$ cat config.mk
export PLATFORM = sky130hd
export DESIGN_NAME = pal_cell
export DESIGN_NICKNAME = d
export VERILOG_FILES = /design/src/hw/rtl/pal_pkg.sv /design/src/hw/rtl/pal_cell.sv
export SDC_FILE = /design/constraint.sdc
export NUM_CORES = 1
export LEC_CHECK = 0
export BUFFER_PORTS_ARGS = -buffer_cell sky130_fd_sc_hd__buf_2
export CORE_MARGIN = 8
export CORE_UTILIZATION = 43
export CTS_BUF_LIST = sky130_fd_sc_hd__clkbuf_4
export DETAILED_ROUTE_END_ITERATION = 8
export MAX_ROUTING_LAYER = met4
export PLACE_DENSITY = 0.87
export REMOVE_ABC_BUFFERS = 1
export SLEW_MARGIN = 15
export SYNTH_ARGS = -nofsm -noshare
export SYNTH_HDL_FRONTEND = slang
export SYNTH_SLANG_ARGS = --single-unit
$ cat constraint.sdc
create_clock -name clock -period 3.75 [get_ports clock]
set_input_delay 0.1875 -clock clock [delete_from_list [all_inputs] [get_ports clock]]
set_output_delay 0.1875 -clock clock [all_outputs]
set_load 0.02 [all_outputs]
$ cat src/hw/rtl/pal_pkg.sv
// Shared types and constants of the positional array list.
// No dependencies; every other file of the block uses this package.
`default_nettype none

package pal_pkg;

   // Fixed field widths of the request and response channels.
   localparam int OPCODE_WIDTH = 3;
   localparam int POS_WIDTH    = 7;
   localparam int VALUE_WIDTH  = 32;

   typedef enum logic [OPCODE_WIDTH-1:0] {
      OP_INSERT = 3'd0,
      OP_DELETE = 3'd1,
      OP_GET    = 3'd2,
      OP_FIND   = 3'd3,
      OP_CLEAR  = 3'd4
   } opcode_type;

   // Broadcast controls from the sequencer to every cell.
   typedef struct packed {
      logic shift_ins;   // commit an insert this cycle
      logic shift_del;   // commit a delete this cycle
      logic scan_get;    // probe captures the entry at the position
      logic scan_find;   // probe looks for the first matching entry
   } cell_ctrl_type;

   // Status bits of the probe that walks the chain.
   typedef struct packed {
      logic valid;
      logic hit;
   } probe_flags_type;

endpackage

`default_nettype wire

$ cat src/hw/rtl/pal_cell.sv
// One cell of the list chain: holds one entry and one stage of the probe.
// Depends on pal_pkg for the control and probe structs.
`default_nettype none

module pal_cell #(
   parameter int DATA_WIDTH = 32,
   parameter int IDX_WIDTH  = 7,
   parameter int INDEX      = 0
) (
   input  wire                            clock,
   input  wire                            reset,
   input  pal_pkg::cell_ctrl_type         ctrl,
   input  wire  [IDX_WIDTH-1:0]           pos_idx,
   input  wire  [IDX_WIDTH-1:0]           list_count,
   input  wire  [DATA_WIDTH-1:0]          key,
   input  wire  [DATA_WIDTH-1:0]          left_entry,
   input  wire  [DATA_WIDTH-1:0]          right_entry,
   output logic [DATA_WIDTH-1:0]          entry,
   input  pal_pkg::probe_flags_type       probe_in,
   input  wire  [IDX_WIDTH-1:0]           probe_idx_in,
   input  wire  [DATA_WIDTH-1:0]          probe_data_in,
   output pal_pkg::probe_flags_type       probe_out,
   output logic [IDX_WIDTH-1:0]           probe_idx_out,
   output logic [DATA_WIDTH-1:0]          probe_data_out
);

   localparam logic [IDX_WIDTH-1:0] MY_INDEX = IDX_WIDTH'(INDEX);

   logic [DATA_WIDTH-1:0]    entry_ff, entry_in;
   pal_pkg::probe_flags_type probe_ff, probe_in_nx;
   logic [IDX_WIDTH-1:0]     pidx_ff, pidx_in;
   logic [DATA_WIDTH-1:0]    pdata_ff, pdata_in;

   logic at_pos, after_pos, in_list, get_hit, find_hit;

   assign at_pos    = (MY_INDEX == pos_idx);
   assign after_pos = (MY_INDEX > pos_idx);
   assign in_list   = (MY_INDEX < list_count);
   assign get_hit   = ctrl.scan_get && at_pos;
   assign find_hit  = ctrl.scan_find && in_list && (entry_ff == key);

   always_comb begin
      entry_in = entry_ff;
      if (ctrl.shift_ins) begin
         if (at_pos) begin
            entry_in = key;
         end else if (after_pos) begin
            entry_in = left_entry;
         end
      end else if (ctrl.shift_del) begin
         if (at_pos || after_pos) begin
            entry_in = right_entry;
         end
      end
   end

   // Earlier hits win: the probe visits cells in list order.
   always_comb begin
      probe_in_nx = probe_in;
      pidx_in     = probe_idx_in;
      pdata_in    = probe_data_in;
      if (probe_in.valid && !probe_in.hit && (get_hit || find_hit)) begin
         probe_in_nx.hit = 1'b1;
         pidx_in         = MY_INDEX;
         pdata_in        = entry_ff;
      end
   end

   always_ff @(posedge clock) begin
      entry_ff <= entry_in;
      pidx_ff  <= pidx_in;
      pdata_ff <= pdata_in;
      if (reset) begin
         probe_ff <= '0;
      end else begin
         probe_ff <= probe_in_nx;
      end
   end

   assign entry          = entry_ff;
   assign probe_out      = probe_ff;
   assign probe_idx_out  = pidx_ff;
   assign probe_data_out = pdata_ff;

endmodule

`default_nettype wire

**Word level (Yosys, flattened, before mapping)**

Index checks and enable logic that the tools add are counted.

- Magnitude comparators: 2
- Equal/unequal tests: 2
- Mux-type cells: 7
- Reductions and logical operators: 12

Operators by type and width:

| operator | number |
|---|---|
| 32-bit 2-to-1 mux | 6 |
| 32-bit == test | 1 |
| 1-bit by 7-bit greater-than comparator with 1-bit output (first input constant) | 1 |
| 7-bit zero test | 1 |
| 1-bit by 7-bit < comparator with 1-bit output (first input constant) | 1 |
| 1-bit logical AND | 5 |
| 2-bit nonzero test | 2 |
| 3-bit by 1-bit inequality test with 1-bit output (second input constant) | 1 |
| 3-bit AND reduction | 1 |
| 1-bit logical OR | 2 |
| 1-bit zero test | 1 |
| 1-bit 2-to-1 mux | 1 |

- Register bits: 73
- Input bits: 157
- Output and inout port bits: 73
- Word-level logic and storage cells: 28

**Depth between registers and ports, before layout**

Gate-level depths: netlist of run 1.

- Word-level depth: 6
- Depth in mapped cells: 7
- Mapped depth without buffers: 5

**Least setup slack after synthesis of run 1**

OpenSTA, ideal clock, no wires.

- Kind: input port to flip-flop
- Start: input port pos_idx[4]
- End: register entry_ff[0] (netlist: entry[0]), enable pin
- Library setup time: 421 ps
- Data arrival time: 2528 ps
- Data required time: 3329 ps
- Setup slack: 801 ps
- Cell stages on the path: 4
- Path buffers: 1
- Cells stage by stage: nor4_1 -> nand2_1 -> buf_1 -> nor2_1

- Longest elaborated chain between the ends: 4
- Elaborated cells between the ends (all ways): 6
- Those cells by class: 1 x order compare; 1 x eq/ne; 4 x reduce/logical

RTL lines:

| what | RTL line | RTL |
|---|---|---|
| start: declaration | pal_cell.sv:13 | `input wire [IDX_WIDTH-1:0] pos_idx,` |
| 1-bit by 7-bit greater-than comparator with 1-bit output or 7-bit zero test (tied branches) | pal_cell.sv:37, pal_cell.sv:36 |  |
| 1-bit logical OR | pal_cell.sv:51 | `if (at_pos \|\| after_pos) begin` |
| 2-bit nonzero test (no line) | - |  |
| 3-bit AND reduction (no line) (*) | - |  |
| end signal: assignment | pal_cell.sv:70 | `entry_ff <= entry_in;` |
| end: declaration | pal_cell.sv:29 | `logic [DATA_WIDTH-1:0] entry_ff, entry_in;` |

Mark *: on every way between the ends. The rest lies on a longest branch, timed or not.
A chain may end at the register's enable or synchronous reset.

**Final worst setup path of run 1**

- Start: register entry_ff[13] (netlist: entry[13])
- End: register pdata_ff[28] (netlist: probe_data_out[28])

- Longest elaborated chain between the ends: 5

RTL lines:

| what | RTL line | RTL |
|---|---|---|
| 32-bit == test | pal_cell.sv:40 | `assign find_hit = ctrl.scan_find && in_list && (entry_ff == key);` |
| 1-bit logical AND | pal_cell.sv:40 |  |
| 1-bit logical OR | pal_cell.sv:62 | `if (probe_in.valid && !probe_in.hit && (get_hit \|\| find_hit)) begin` |
| 1-bit logical AND | pal_cell.sv:62 |  |
| 32-bit 2-to-1 mux | pal_cell.sv:62 |  |
| via pdata_in[28] | pal_cell.sv:32 | `logic [DATA_WIDTH-1:0] pdata_ff, pdata_in;` |
| end signal: assignment | pal_cell.sv:72 | `pdata_ff <= pdata_in;` |
| end: declaration | pal_cell.sv:32 |  |

The timed path passes the listed nets, and every way through them passes these cells.

==> impl_metrics.csv, run 1 <==
group,metric,value,unit
global_routing,antenna_found_initial,1,
global_routing,grtUsageTotal,22.33,%
synthesis,yosys.area.top_type_share,28.52,%
pwr,power_leakage,2.490,nW
die,initial_core_util,44.06,%
route,num_vias,3328,
setup_path,critPathRequiredTime,4.04,ns
sta,finalMaxSlewViolations,0,
clock_network,cts_buffers,9,
clock_network,cts_tree,"done",
pwr,p_sw,0.4335,mW
global_routing,use_met1,23.07,%
die,top_level_ports,230,
sta,hold_viol,0,
final_layout,nets,714,
route,first_pass_iters,6,
pwr,p_comb_share,17.3,%
pwr,pwr-share-seq,52.3,%
clock_network,clk_path_buf_depth,2,
setup_path,end_kind,"flop",
synthesis,synth_edf_count,32,
place,gp_congestion,0.8259,
clock_network,h-tree-depth,3,
setup_path,reg2reg_slack,1.06,ns
clock_network,clkLatencyLatePin,0.41,ns
synthesis,synthTopCellsByCount,"dfxtp_1 (41), nor2_1 (34), a21oi_1 (33)",
setup_path,startpoint_type,"flop",
synthesis,synth_top_flop_cell,"dfxtp_1",
sta,fmax,0.3724,GHz
final_layout,final_util,67.44,%
final_layout,stdcell_area,5157,um^2
die,core_area,7647,um^2
sta,tns,0,ns
place,place.detailed.hpwl,9128,um
synthesis,mappedNetlistArea,3369,um^2
final_layout,drive_gt1_share,50.18,%
min_path,hold_path_class,"primary input to flop",
global_routing,grt_use_met2,39.89,%
clock_network,cts_setup_buffers,0,
pwr,p_int,1.221,mW
route,drt_iter0_drc,110,
place,io_buffers,229,
global_routing,grt_pass1_vias,3772,
synthesis,synthCells,288,
sta,slew_headroom,33.65,%
job,maxCapViolCount,0,
clock_network,cts_num_sinks,73,
route,post-route-drc-count,0,
sta,worst_slew_pin_slew,0.9929,ns
synthesis,synth.distinct_cells,24,
setup_path,reg2reg_to,"probe_data_out[28]",
synthesis,synth.most_common_cell,"dfxtp_1",
min_path,hold_path_startpoint,"probe_in[1]",
die,die_area,10920,um^2
min_path,worstHoldPathCells,3,
synthesis,synth-seq-area-share,52.88,%
clock_network,root_buffer,"clkbuf_4",
setup_path,r2r_start,"entry[13]",
route,antenna_left,0,
die,rows,32,
global_routing,grt_most_used_layer,"met2",
sta,rsz0062_at_grt,"no",
synthesis,async_flop_share,0,%
min_path,whs_endpoint,"probe_out[0]",
route,wire_per_inst,18.47,um
synthesis,ys_ff_latch,73,
global_routing,grt.overflow.total,0,
clock_network,path_clk_slew,0.14,ns
die,die_y,104.5,um
synthesis,yosys.area.top_type,"edfxtp_1",
sta,min_period,2.686,ns
global_routing,grt_max_degree,65,
synthesis,yosys_warnings,0,
outcome,status,"complete, no violations",
sta,setup_viol,0,
final_layout,area_growth,53.06,%
route,wirelength,12280,um
die,fp.dieW,104.5,um
place,placed_area,4612,um^2
pwr,ir_worst_vdd,0.1891,mV
sta,fin_crit_sh,71.62,%
pwr,clock_power_share,30.5,%
setup_path,critPathMaxFanout,24,
route,viasPerCell,5.005,
sta,final.setup_skew,0.02031,ns
setup_path,ff2ff_path_depth,6,
pwr,p_total,1.655,mW
synthesis,synth.top_cells.by_area,"edfxtp_1 (29%), dfxtp_1 (24%), mux2_2 (9.7%)",
setup_path,crit_arrival,2.98,ns
pwr,switching_share,26.19,%
global_routing,grt_pass1_wl,19090,um
synthesis,avgSynthCellArea,11.70,um^2
pwr,p_per_area,320.9,nW/um^2
setup_path,worstSetupPathType,"flop to flop",
global_routing,grt_use_met3,5.204,%
-- final cells by class --
| class | count | area, um^2 |
|---|---|---|
| clock buffer | 10 | 75.07 |
| timing repair buffer | 272 | 1569 |
| clock inverter | 6 | 67.56 |
| multi-input combinational | 201 | 1534 |
| antenna | 1 | 2.502 |
| sequential | 73 | 1782 |
| fill | 585 | 2490 |
| tap | 102 | 127.6 |
-- worst max path at each step --
stage               cells past startpoint            endpoint  startpoint
floorplan                               3            entry[0]  pos_idx[4]
finish                                  6  probe_data_out[28]   entry[13]
global placement                        6  probe_data_out[28]   entry[13]
global route                            6  probe_data_out[28]   entry[13]
detailed placement                      6  probe_data_out[28]   entry[13]
CTS                                     6  probe_data_out[28]   entry[13]
-- placed cells by master (no fill, tap or decap), types with 13 or more instances in the layout --
master,Yosys,final
buf_2,0,229
xnor2_1,32,32
dfxtp_1,41,41
a21oi_1,33,33
mux2i_1,32,32
dlygate4sd3_1,0,40
mux2_2,29,29
edfxtp_1,32,32
nand4_1,13,13
nor2_1,34,33
-- timing repair --
item	CTS	global route
endpoints found under the hold margin	41	0
hold buffers	40	0
gates resized for setup	0	0
-- stage by stage --
stage / setup WS [ns] / std cells / hold WS, ns
global placement: 1.083 / 608 / 0.3623
finish: 1.064 / 665 / 0.03495
floorplan: 0.1814 / 274 / 0.2566
global route: 0.8631 / 665 / 0.004367
detailed placement: 1.017 / 608 / 0.3617
CTS: 0.9918 / 664 / 0.006458
-- sequential cells by signal, indices dropped and copies added (netlist names) --
signal and count:
entry 32, probe_out 2, probe_idx_out 7, probe_data_out 32
-- logic make-up after synthesis --
family,synth area share [%]
simple gates,10.73
buf+inv,2.228
mux,20.20
compound gates,5.644
flops,52.88
xor+xnor,8.318
-- routing by layer --
metal,share of wire (%),up-vias
met2,53,151
met1,39,1564
li1,-,1582
met5,0,-
met3,5.6,31
met4,2.5,0
-- power groups by stage --
| stage | clock network (mW) | logic (mW) | registers [mW] |
|---|---|---|---|
| after floorplan | 0 | 0.0747 | 0.915 |
| after global placement | 0 | 0.242 | 0.881 |
| after detailed placement | 0 | 0.250 | 0.883 |
| after CTS | 0.519 | 0.283 | 0.865 |
| after global routing | 0.548 | 0.309 | 0.867 |
| final | 0.504 | 0.285 | 0.865 |
-- worst max-delay path: stages, from the launching register on --
cell	delay, ns
edfxtp_1	0.46
xnor2_1	0.31
nand4_1	0.16
nor4_1	0.52
a41oi_4	0.42
buf_4	0.37
mux2_1	0.33
(Power assumes the default switching activity.)
==> run 2, diff against run 1 <==
--- a/config.mk
+++ b/config.mk
@@ -7,11 +7,11 @@
 export LEC_CHECK = 0
 export BUFFER_PORTS_ARGS = -buffer_cell sky130_fd_sc_hd__buf_2
 export CORE_MARGIN = 8
-export CORE_UTILIZATION = 43
+export CORE_UTILIZATION = 39
 export CTS_BUF_LIST = sky130_fd_sc_hd__clkbuf_4
 export DETAILED_ROUTE_END_ITERATION = 8
 export MAX_ROUTING_LAYER = met4
-export PLACE_DENSITY = 0.87
+export PLACE_DENSITY = 0.83
 export REMOVE_ABC_BUFFERS = 1
 export SLEW_MARGIN = 15
 export SYNTH_ARGS = -nofsm -noshare
==> constraint.sdc (replaced) <==
create_clock -name clock -period 2.2 [get_ports clock]
set_input_delay 0.11 -clock clock [delete_from_list [all_inputs] [get_ports clock]]
set_output_delay 0.11 -clock clock [all_outputs]
set_load 0.02 [all_outputs]
==> impl_metrics.csv, run 2 (synthesis gave the netlist of run 1 again) <==
group,metric,value,unit
outcome,status,"complete, no violations",
sta,holdWs,0.01797,ns
sta,fmax,0.4863,GHz
setup_path,startpoint_type,"flop",
place,place_inst,621,
die,die_y,109.0,um
final_layout,diodes,0,
clock_network,path_clk_slew,0.13,ns
sta,tns,0,ns
final_layout,nets,741,
sta,slew_headroom,64.18,%
setup_path,r2r_start,"entry[18]",
route,post-route-drc-count,0,
clock_network,cts_tree,"done",
pwr,clock_power_share,33.0,%
job,maxCapViolCount,0,
place,gp_congestion,0.8168,
die,rows,34,
global_routing,antenna_found_initial,0,
pwr,p_comb_share,17.8,%
final_layout,area_growth,65.43,%
sta,setup_viol,0,
min_path,hold_path_class,"primary input to flop",
setup_path,crit_buf_inv,2,
die,initial_core_util,39.41,%
sta,finalMaxSlewViolations,0,
final_layout,final_common_cell,"buf_2",
place,io_buffers,229,
setup_path,cp_num_cells,7,
route,num_vias,3415,
pwr,p_total,2.998,mW
setup_path,cp_slowest_cell,"edfxtp_1",
setup_path,cp_slowest_stage_delay,0.48,ns
pwr,power_leakage,2.711,nW
setup_path,worstSetupEndpoint,"probe_data_out[0]",
sta,worst_slew_pin_slew,0.5323,ns
pwr,p_per_area,537.9,nW/um^2
setup_path,cp_common_cell,"buf_4",
pwr,p_sw,0.7577,mW
clock_network,h-tree-depth,3,
sta,fin_crit_sh,93.47,%
route,drt_iter0_drc,134,
setup_path,ff2ff_path_depth,7,
sta,min_period,2.056,ns
sta,final.setup_skew,0.02960,ns
sta,hold_viol,0,
clock_network,root_buffer,"clkbuf_4",
clock_network,cts_buffers,9,
final_layout,drive_gt1_share,51.61,%
setup_path,critPathRequiredTime,2.50,ns
sta,rsz0062_at_grt,"no",
die,core_area,8551,um^2
setup_path,worstSetupPathType,"flop to flop",
global_routing,grt_pass1_vias,3806,
pwr,pwr-share-seq,49.2,%
route,antenna_left,0,
place,post-place-ws,0.09403,ns
clock_network,cts_num_sinks,73,
setup_path,crit_chain,"xnor2_2, nand4_1, nor4_2, buf_4, a41oi_4, buf_4, mux2_2",
sta,fin_ws,0.1437,ns
pwr,ir_worst_vdd,0.3215,mV
route,first_pass_iters,5,
route,wire_per_inst,18.81,um
setup_path,crit_arrival,2.35,ns
global_routing,grt.overflow.total,0,
final_layout,stdcell_count,697,
route,viasPerCell,4.900,
setup_path,setup.worst_path.start,"entry[18]",
setup_path,end_kind,"flop",
setup_path,critPathMaxFanout,13,
min_path,worstHoldPathCells,3,
die,top_level_ports,230,
die,fp.dieW,109.0,um
route,wirelength,13110,um
global_routing,grt_pass1_wl,18990,um
place,place.detailed.hpwl,9340,um
setup_path,reg2reg_to,"probe_data_out[0]",
die,die_area,11870,um^2
pwr,p_int,2.241,mW
setup_path,crit_family,"flip-flops",
setup_path,reg2reg_slack,0.14,ns
global_routing,grt_max_degree,46,
final_layout,final_cell_mix,"buf_2 (229), dlygate4sd3_1 (58), dfxtp_1 (41), nor2_1 (33), a21oi_1 (33)",
global_routing,grtUsageTotal,21.59,%
pwr,switching_share,25.27,%
clock_network,clk_path_buf_depth,2,
clock_network,clkLatencyLatePin,0.43,ns
-- run 2: cell types whose count changed in the layout (fill, tap and decap cells not counted), sizes merged --
cell,delta
buf,+9
bufinv,+1
clkbuf,+1
clkinvlp,-2
diode,-1
dlygate4sd3,+18
-- run 2: cell type report --
| class | instances | area, um^2 |
|---|---|---|
| fillers | 676 | 2977 |
| flip-flops and latches | 73 | 1782 |
| well taps | 108 | 135.1 |
| clock buffers | 11 | 82.58 |
| multi-input cells | 201 | 1628 |
| clock inverters | 5 | 80.08 |
| repair buffers | 299 | 1867 |
-- run 2: how the worst min path moves through the flow --
stage                          startpoint           end  slack (ns)
after floorplan                     reset  probe_out[0]        0.18
after global placement              reset  probe_out[0]        0.29
after detailed placement            reset  probe_out[0]        0.30
after CTS                 right_entry[22]     entry[22]       0.002
after global routing      right_entry[30]     entry[30]      -0.004
final                     right_entry[30]     entry[30]        0.02
-- run 2: through the flow --
step | cell area [um^2] | utilization, %
floorplan | 3294 | -
global placement | 4722 | 55.22
detailed placement | 4722 | 55.22
CTS | 5455 | 63.80
global route | 5574 | 65.19
finish | 5574 | 65.19
-- run 2: repair_timing --
action	CTS	global route
endpoints found under the setup margin	0	33
gates resized for setup	0	13
setup buffers	0	2
hold buffers	57	1
hold endpoints to repair	56	1
-- run 2: worst register-to-register path, delay by kind of cell (launching register included) --
kind	cells	cell delay, ns
DFF	1	0.48
buffers and inverters	2	0.40
and+or+nand+nor	2	0.38
muxes	1	0.30
xor gates and xnor gates	1	0.26
AOI/OAI and AO/OA	1	0.13
-- run 2: routing by layer --
layer,up-vias,share of wire [%],GRT usage (%)
met2,159,53,39.34
met3,25,7.1,5.201
met5,-,0,-
li1,1644,-,-
met1,1587,37,21.27
met4,0,2.4,9.482
-- run 2: power by group through the flow --
stage / combinational (mW) / sequential (mW) / clock, mW
after CTS: 0.515 / 1.47 / 1.00
final: 0.534 / 1.48 / 0.988
after global routing: 0.576 / 1.48 / 1.06
after global placement: 0.423 / 1.50 / 0
after detailed placement: 0.434 / 1.50 / 0
after floorplan: 0.127 / 1.56 / 0
==> run 3, diff against run 2 <==
--- a/config.mk
+++ b/config.mk
@@ -5,13 +5,13 @@
 export SDC_FILE = /design/constraint.sdc
 export NUM_CORES = 1
 export LEC_CHECK = 0
-export BUFFER_PORTS_ARGS = -buffer_cell sky130_fd_sc_hd__buf_2
 export CORE_MARGIN = 8
-export CORE_UTILIZATION = 39
+export CORE_UTILIZATION = 50
 export CTS_BUF_LIST = sky130_fd_sc_hd__clkbuf_4
 export DETAILED_ROUTE_END_ITERATION = 8
+export DONT_BUFFER_PORTS = 1
 export MAX_ROUTING_LAYER = met4
-export PLACE_DENSITY = 0.83
+export PLACE_DENSITY = 0.72
 export REMOVE_ABC_BUFFERS = 1
 export SLEW_MARGIN = 15
 export SYNTH_ARGS = -nofsm -noshare
==> impl_metrics.csv, run 3 (synthesis gave the netlist of run 1 again) <==
group,metric,value,unit
final_layout,final_cell_mix,"dlygate4sd3_1 (99), dfxtp_1 (41), buf_4 (34), nor2_1 (33), a21oi_1 (33)",
pwr,ir_worst_vdd,0.3914,mV
setup_path,end_kind,"flop",
place,gp_congestion,0.7838,
global_routing,antenna_found_initial,0,
setup_path,cp_slowest_stage_delay,0.45,ns
final_layout,stdcell_area,4933,um^2
clock_network,cts_num_sinks,73,
die,core_area,6644,um^2
route,antenna_left,0,
global_routing,grtUsageTotal,25.53,%
pwr,power_leakage,2.047,nW
setup_path,crit_family,"simple AND/OR/NAND/NOR gates",
place,placed_area,3739,um^2
global_routing,grt.overflow.total,0,
route,num_vias,2900,
setup_path,critPathRequiredTime,2.51,ns
min_path,hold_path_class,"primary input to flop",
clock_network,cts_tree,"done",
pwr,pwr-share-seq,56.2,%
setup_path,cp_slowest_cell,"edfxtp_1",
die,initial_core_util,50.72,%
pwr,p_total,2.728,mW
clock_network,h-tree-depth,3,
final_layout,diodes,0,
pwr,p_sw,0.6834,mW
die,rows,30,
clock_network,cts_setup_buffers,0,
final_layout,area_growth,46.42,%
die,die_y,98.09,um
pwr,p_per_area,553.0,nW/um^2
sta,rsz0062_at_grt,"no",
die,fp.dieW,98.09,um
final_layout,final_common_cell,"dlygate4sd3_1",
route,wirelength,12260,um
job,maxCapViolCount,0,
die,die_area,9622,um^2
sta,fmax,0.4845,GHz
place,place.detailed.hpwl,7901,um
sta,hold_viol,0,
sta,slew_headroom,63.35,%
setup_path,startpoint_type,"flop",
outcome,status,"complete, no violations",
clock_network,path_clk_slew,0.12,ns
final_layout,nets,580,
final_layout,drive_gt1_share,21.73,%
route,drt_iter0_drc,72,
final_layout,nFillCells,419,
global_routing,grt_pass1_vias,3266,
setup_path,crit_arrival,2.37,ns
clock_network,clkLatencyLatePin,0.41,ns
setup_path,critPathMaxFanout,21,
pwr,p_int,2.045,mW
route,wire_per_inst,24.13,um
clock_network,root_buffer,"clkbuf_4",
sta,final.setup_skew,0.01374,ns
sta,setup_viol,0,
pwr,p_comb_share,13.2,%
clock_network,cts_buffers,9,
global_routing,grt_pass1_wl,18330,um
setup_path,crit_buf_inv,2,
sta,finalMaxSlewViolations,0,
route,viasPerCell,5.709,
sta,worst_slew_pin_slew,0.5447,ns
place,io_buffers,0,
global_routing,grt_max_degree,65,
route,first_pass_iters,4,
route,post-route-drc-count,0,
die,top_level_ports,230,
sta,tns,0,ns
sta,min_period,2.064,ns
sta,fin_crit_sh,93.81,%
clock_network,clk_path_buf_depth,2,
setup_path,crit_chain,"xnor2_2, nand4_1, nor4_2, buf_4, a41oi_4, buf_12, mux2_1",
pwr,clock_power_share,30.6,%
setup_path,worstSetupPathType,"flop to flop",
pwr,switching_share,25.05,%
[run 3: worst paths after layout]
check        startpoint                  to  slack [ns]  cells past startpoint
min reg2reg   entry[29]  probe_data_out[29]        0.68                      2
min             key[12]           entry[12]        0.04                      2
max reg2reg   entry[22]  probe_data_out[29]        0.14                      7
max           entry[22]  probe_data_out[29]        0.14                      7
[run 3: timing repair]
item	in CTS	in global routing
resized for setup	1	6
endpoints found under the hold margin	73	0
endpoints found under the setup margin	9	23
pin swaps	0	3
hold buffers	100	0
[run 3: per-layer routing]
metal  vias to the layer above  global-route usage [%]  routed length [um]
li1                       1313                       -                   -
met1                      1395                   23.79                4163
met2                       160                   46.84                6833
met4                         0                   14.15                 452
met3                        32                   6.401                 810
met5                         -                       -                   0
[run 3: area by class of cell]
| cell class | instances | area [um^2] | share of cell area, % |
|---|---|---|---|
| well taps | 80 | 100.1 | 2.029 |
| repair buffers | 138 | 1349 | 27.34 |
| clock inverters | 6 | 57.56 | 1.167 |
| multi-input cells | 201 | 1570 | 31.83 |
| flip-flops and latches | 73 | 1782 | 36.11 |
| clock buffers | 10 | 75.07 | 1.522 |
[run 3: metrics by stage]
step,hold WS (ns),setup WS (ns),util (%),instances
2_1_floorplan,0.1791,-1.291,-,274
4_1_cts,0.001296,0.04528,73.71,508
3_5_place_dp,0.1853,0.01049,56.27,392
3_3_place_gp,0.1814,0.06764,56.27,392
6_report,0.03641,0.1361,74.26,508
5_1_grt,0.03245,0.03135,74.26,508
[run 3: worst reg2reg max path, delay by kind of cell (launching register included)]
family | cells | cell delay, ns
buffers and inverters | 2 | 0.36
AO/OA/AOI/OAI | 1 | 0.15
flip-flops | 1 | 0.45
AND/OR/NAND/NOR | 2 | 0.47
XOR/XNOR | 1 | 0.21
multiplexers | 1 | 0.32
[run 3: power groups by stage]
stage / sequential (mW) / clock (mW) / combinational, mW
5_1_grt: 1.54 / 0.894 / 0.387
3_3_place_gp: 1.56 / 0 / 0.158
6_report: 1.53 / 0.834 / 0.359
2_1_floorplan: 1.56 / 0 / 0.127
3_5_place_dp: 1.57 / 0 / 0.165
4_1_cts: 1.53 / 0.852 / 0.343
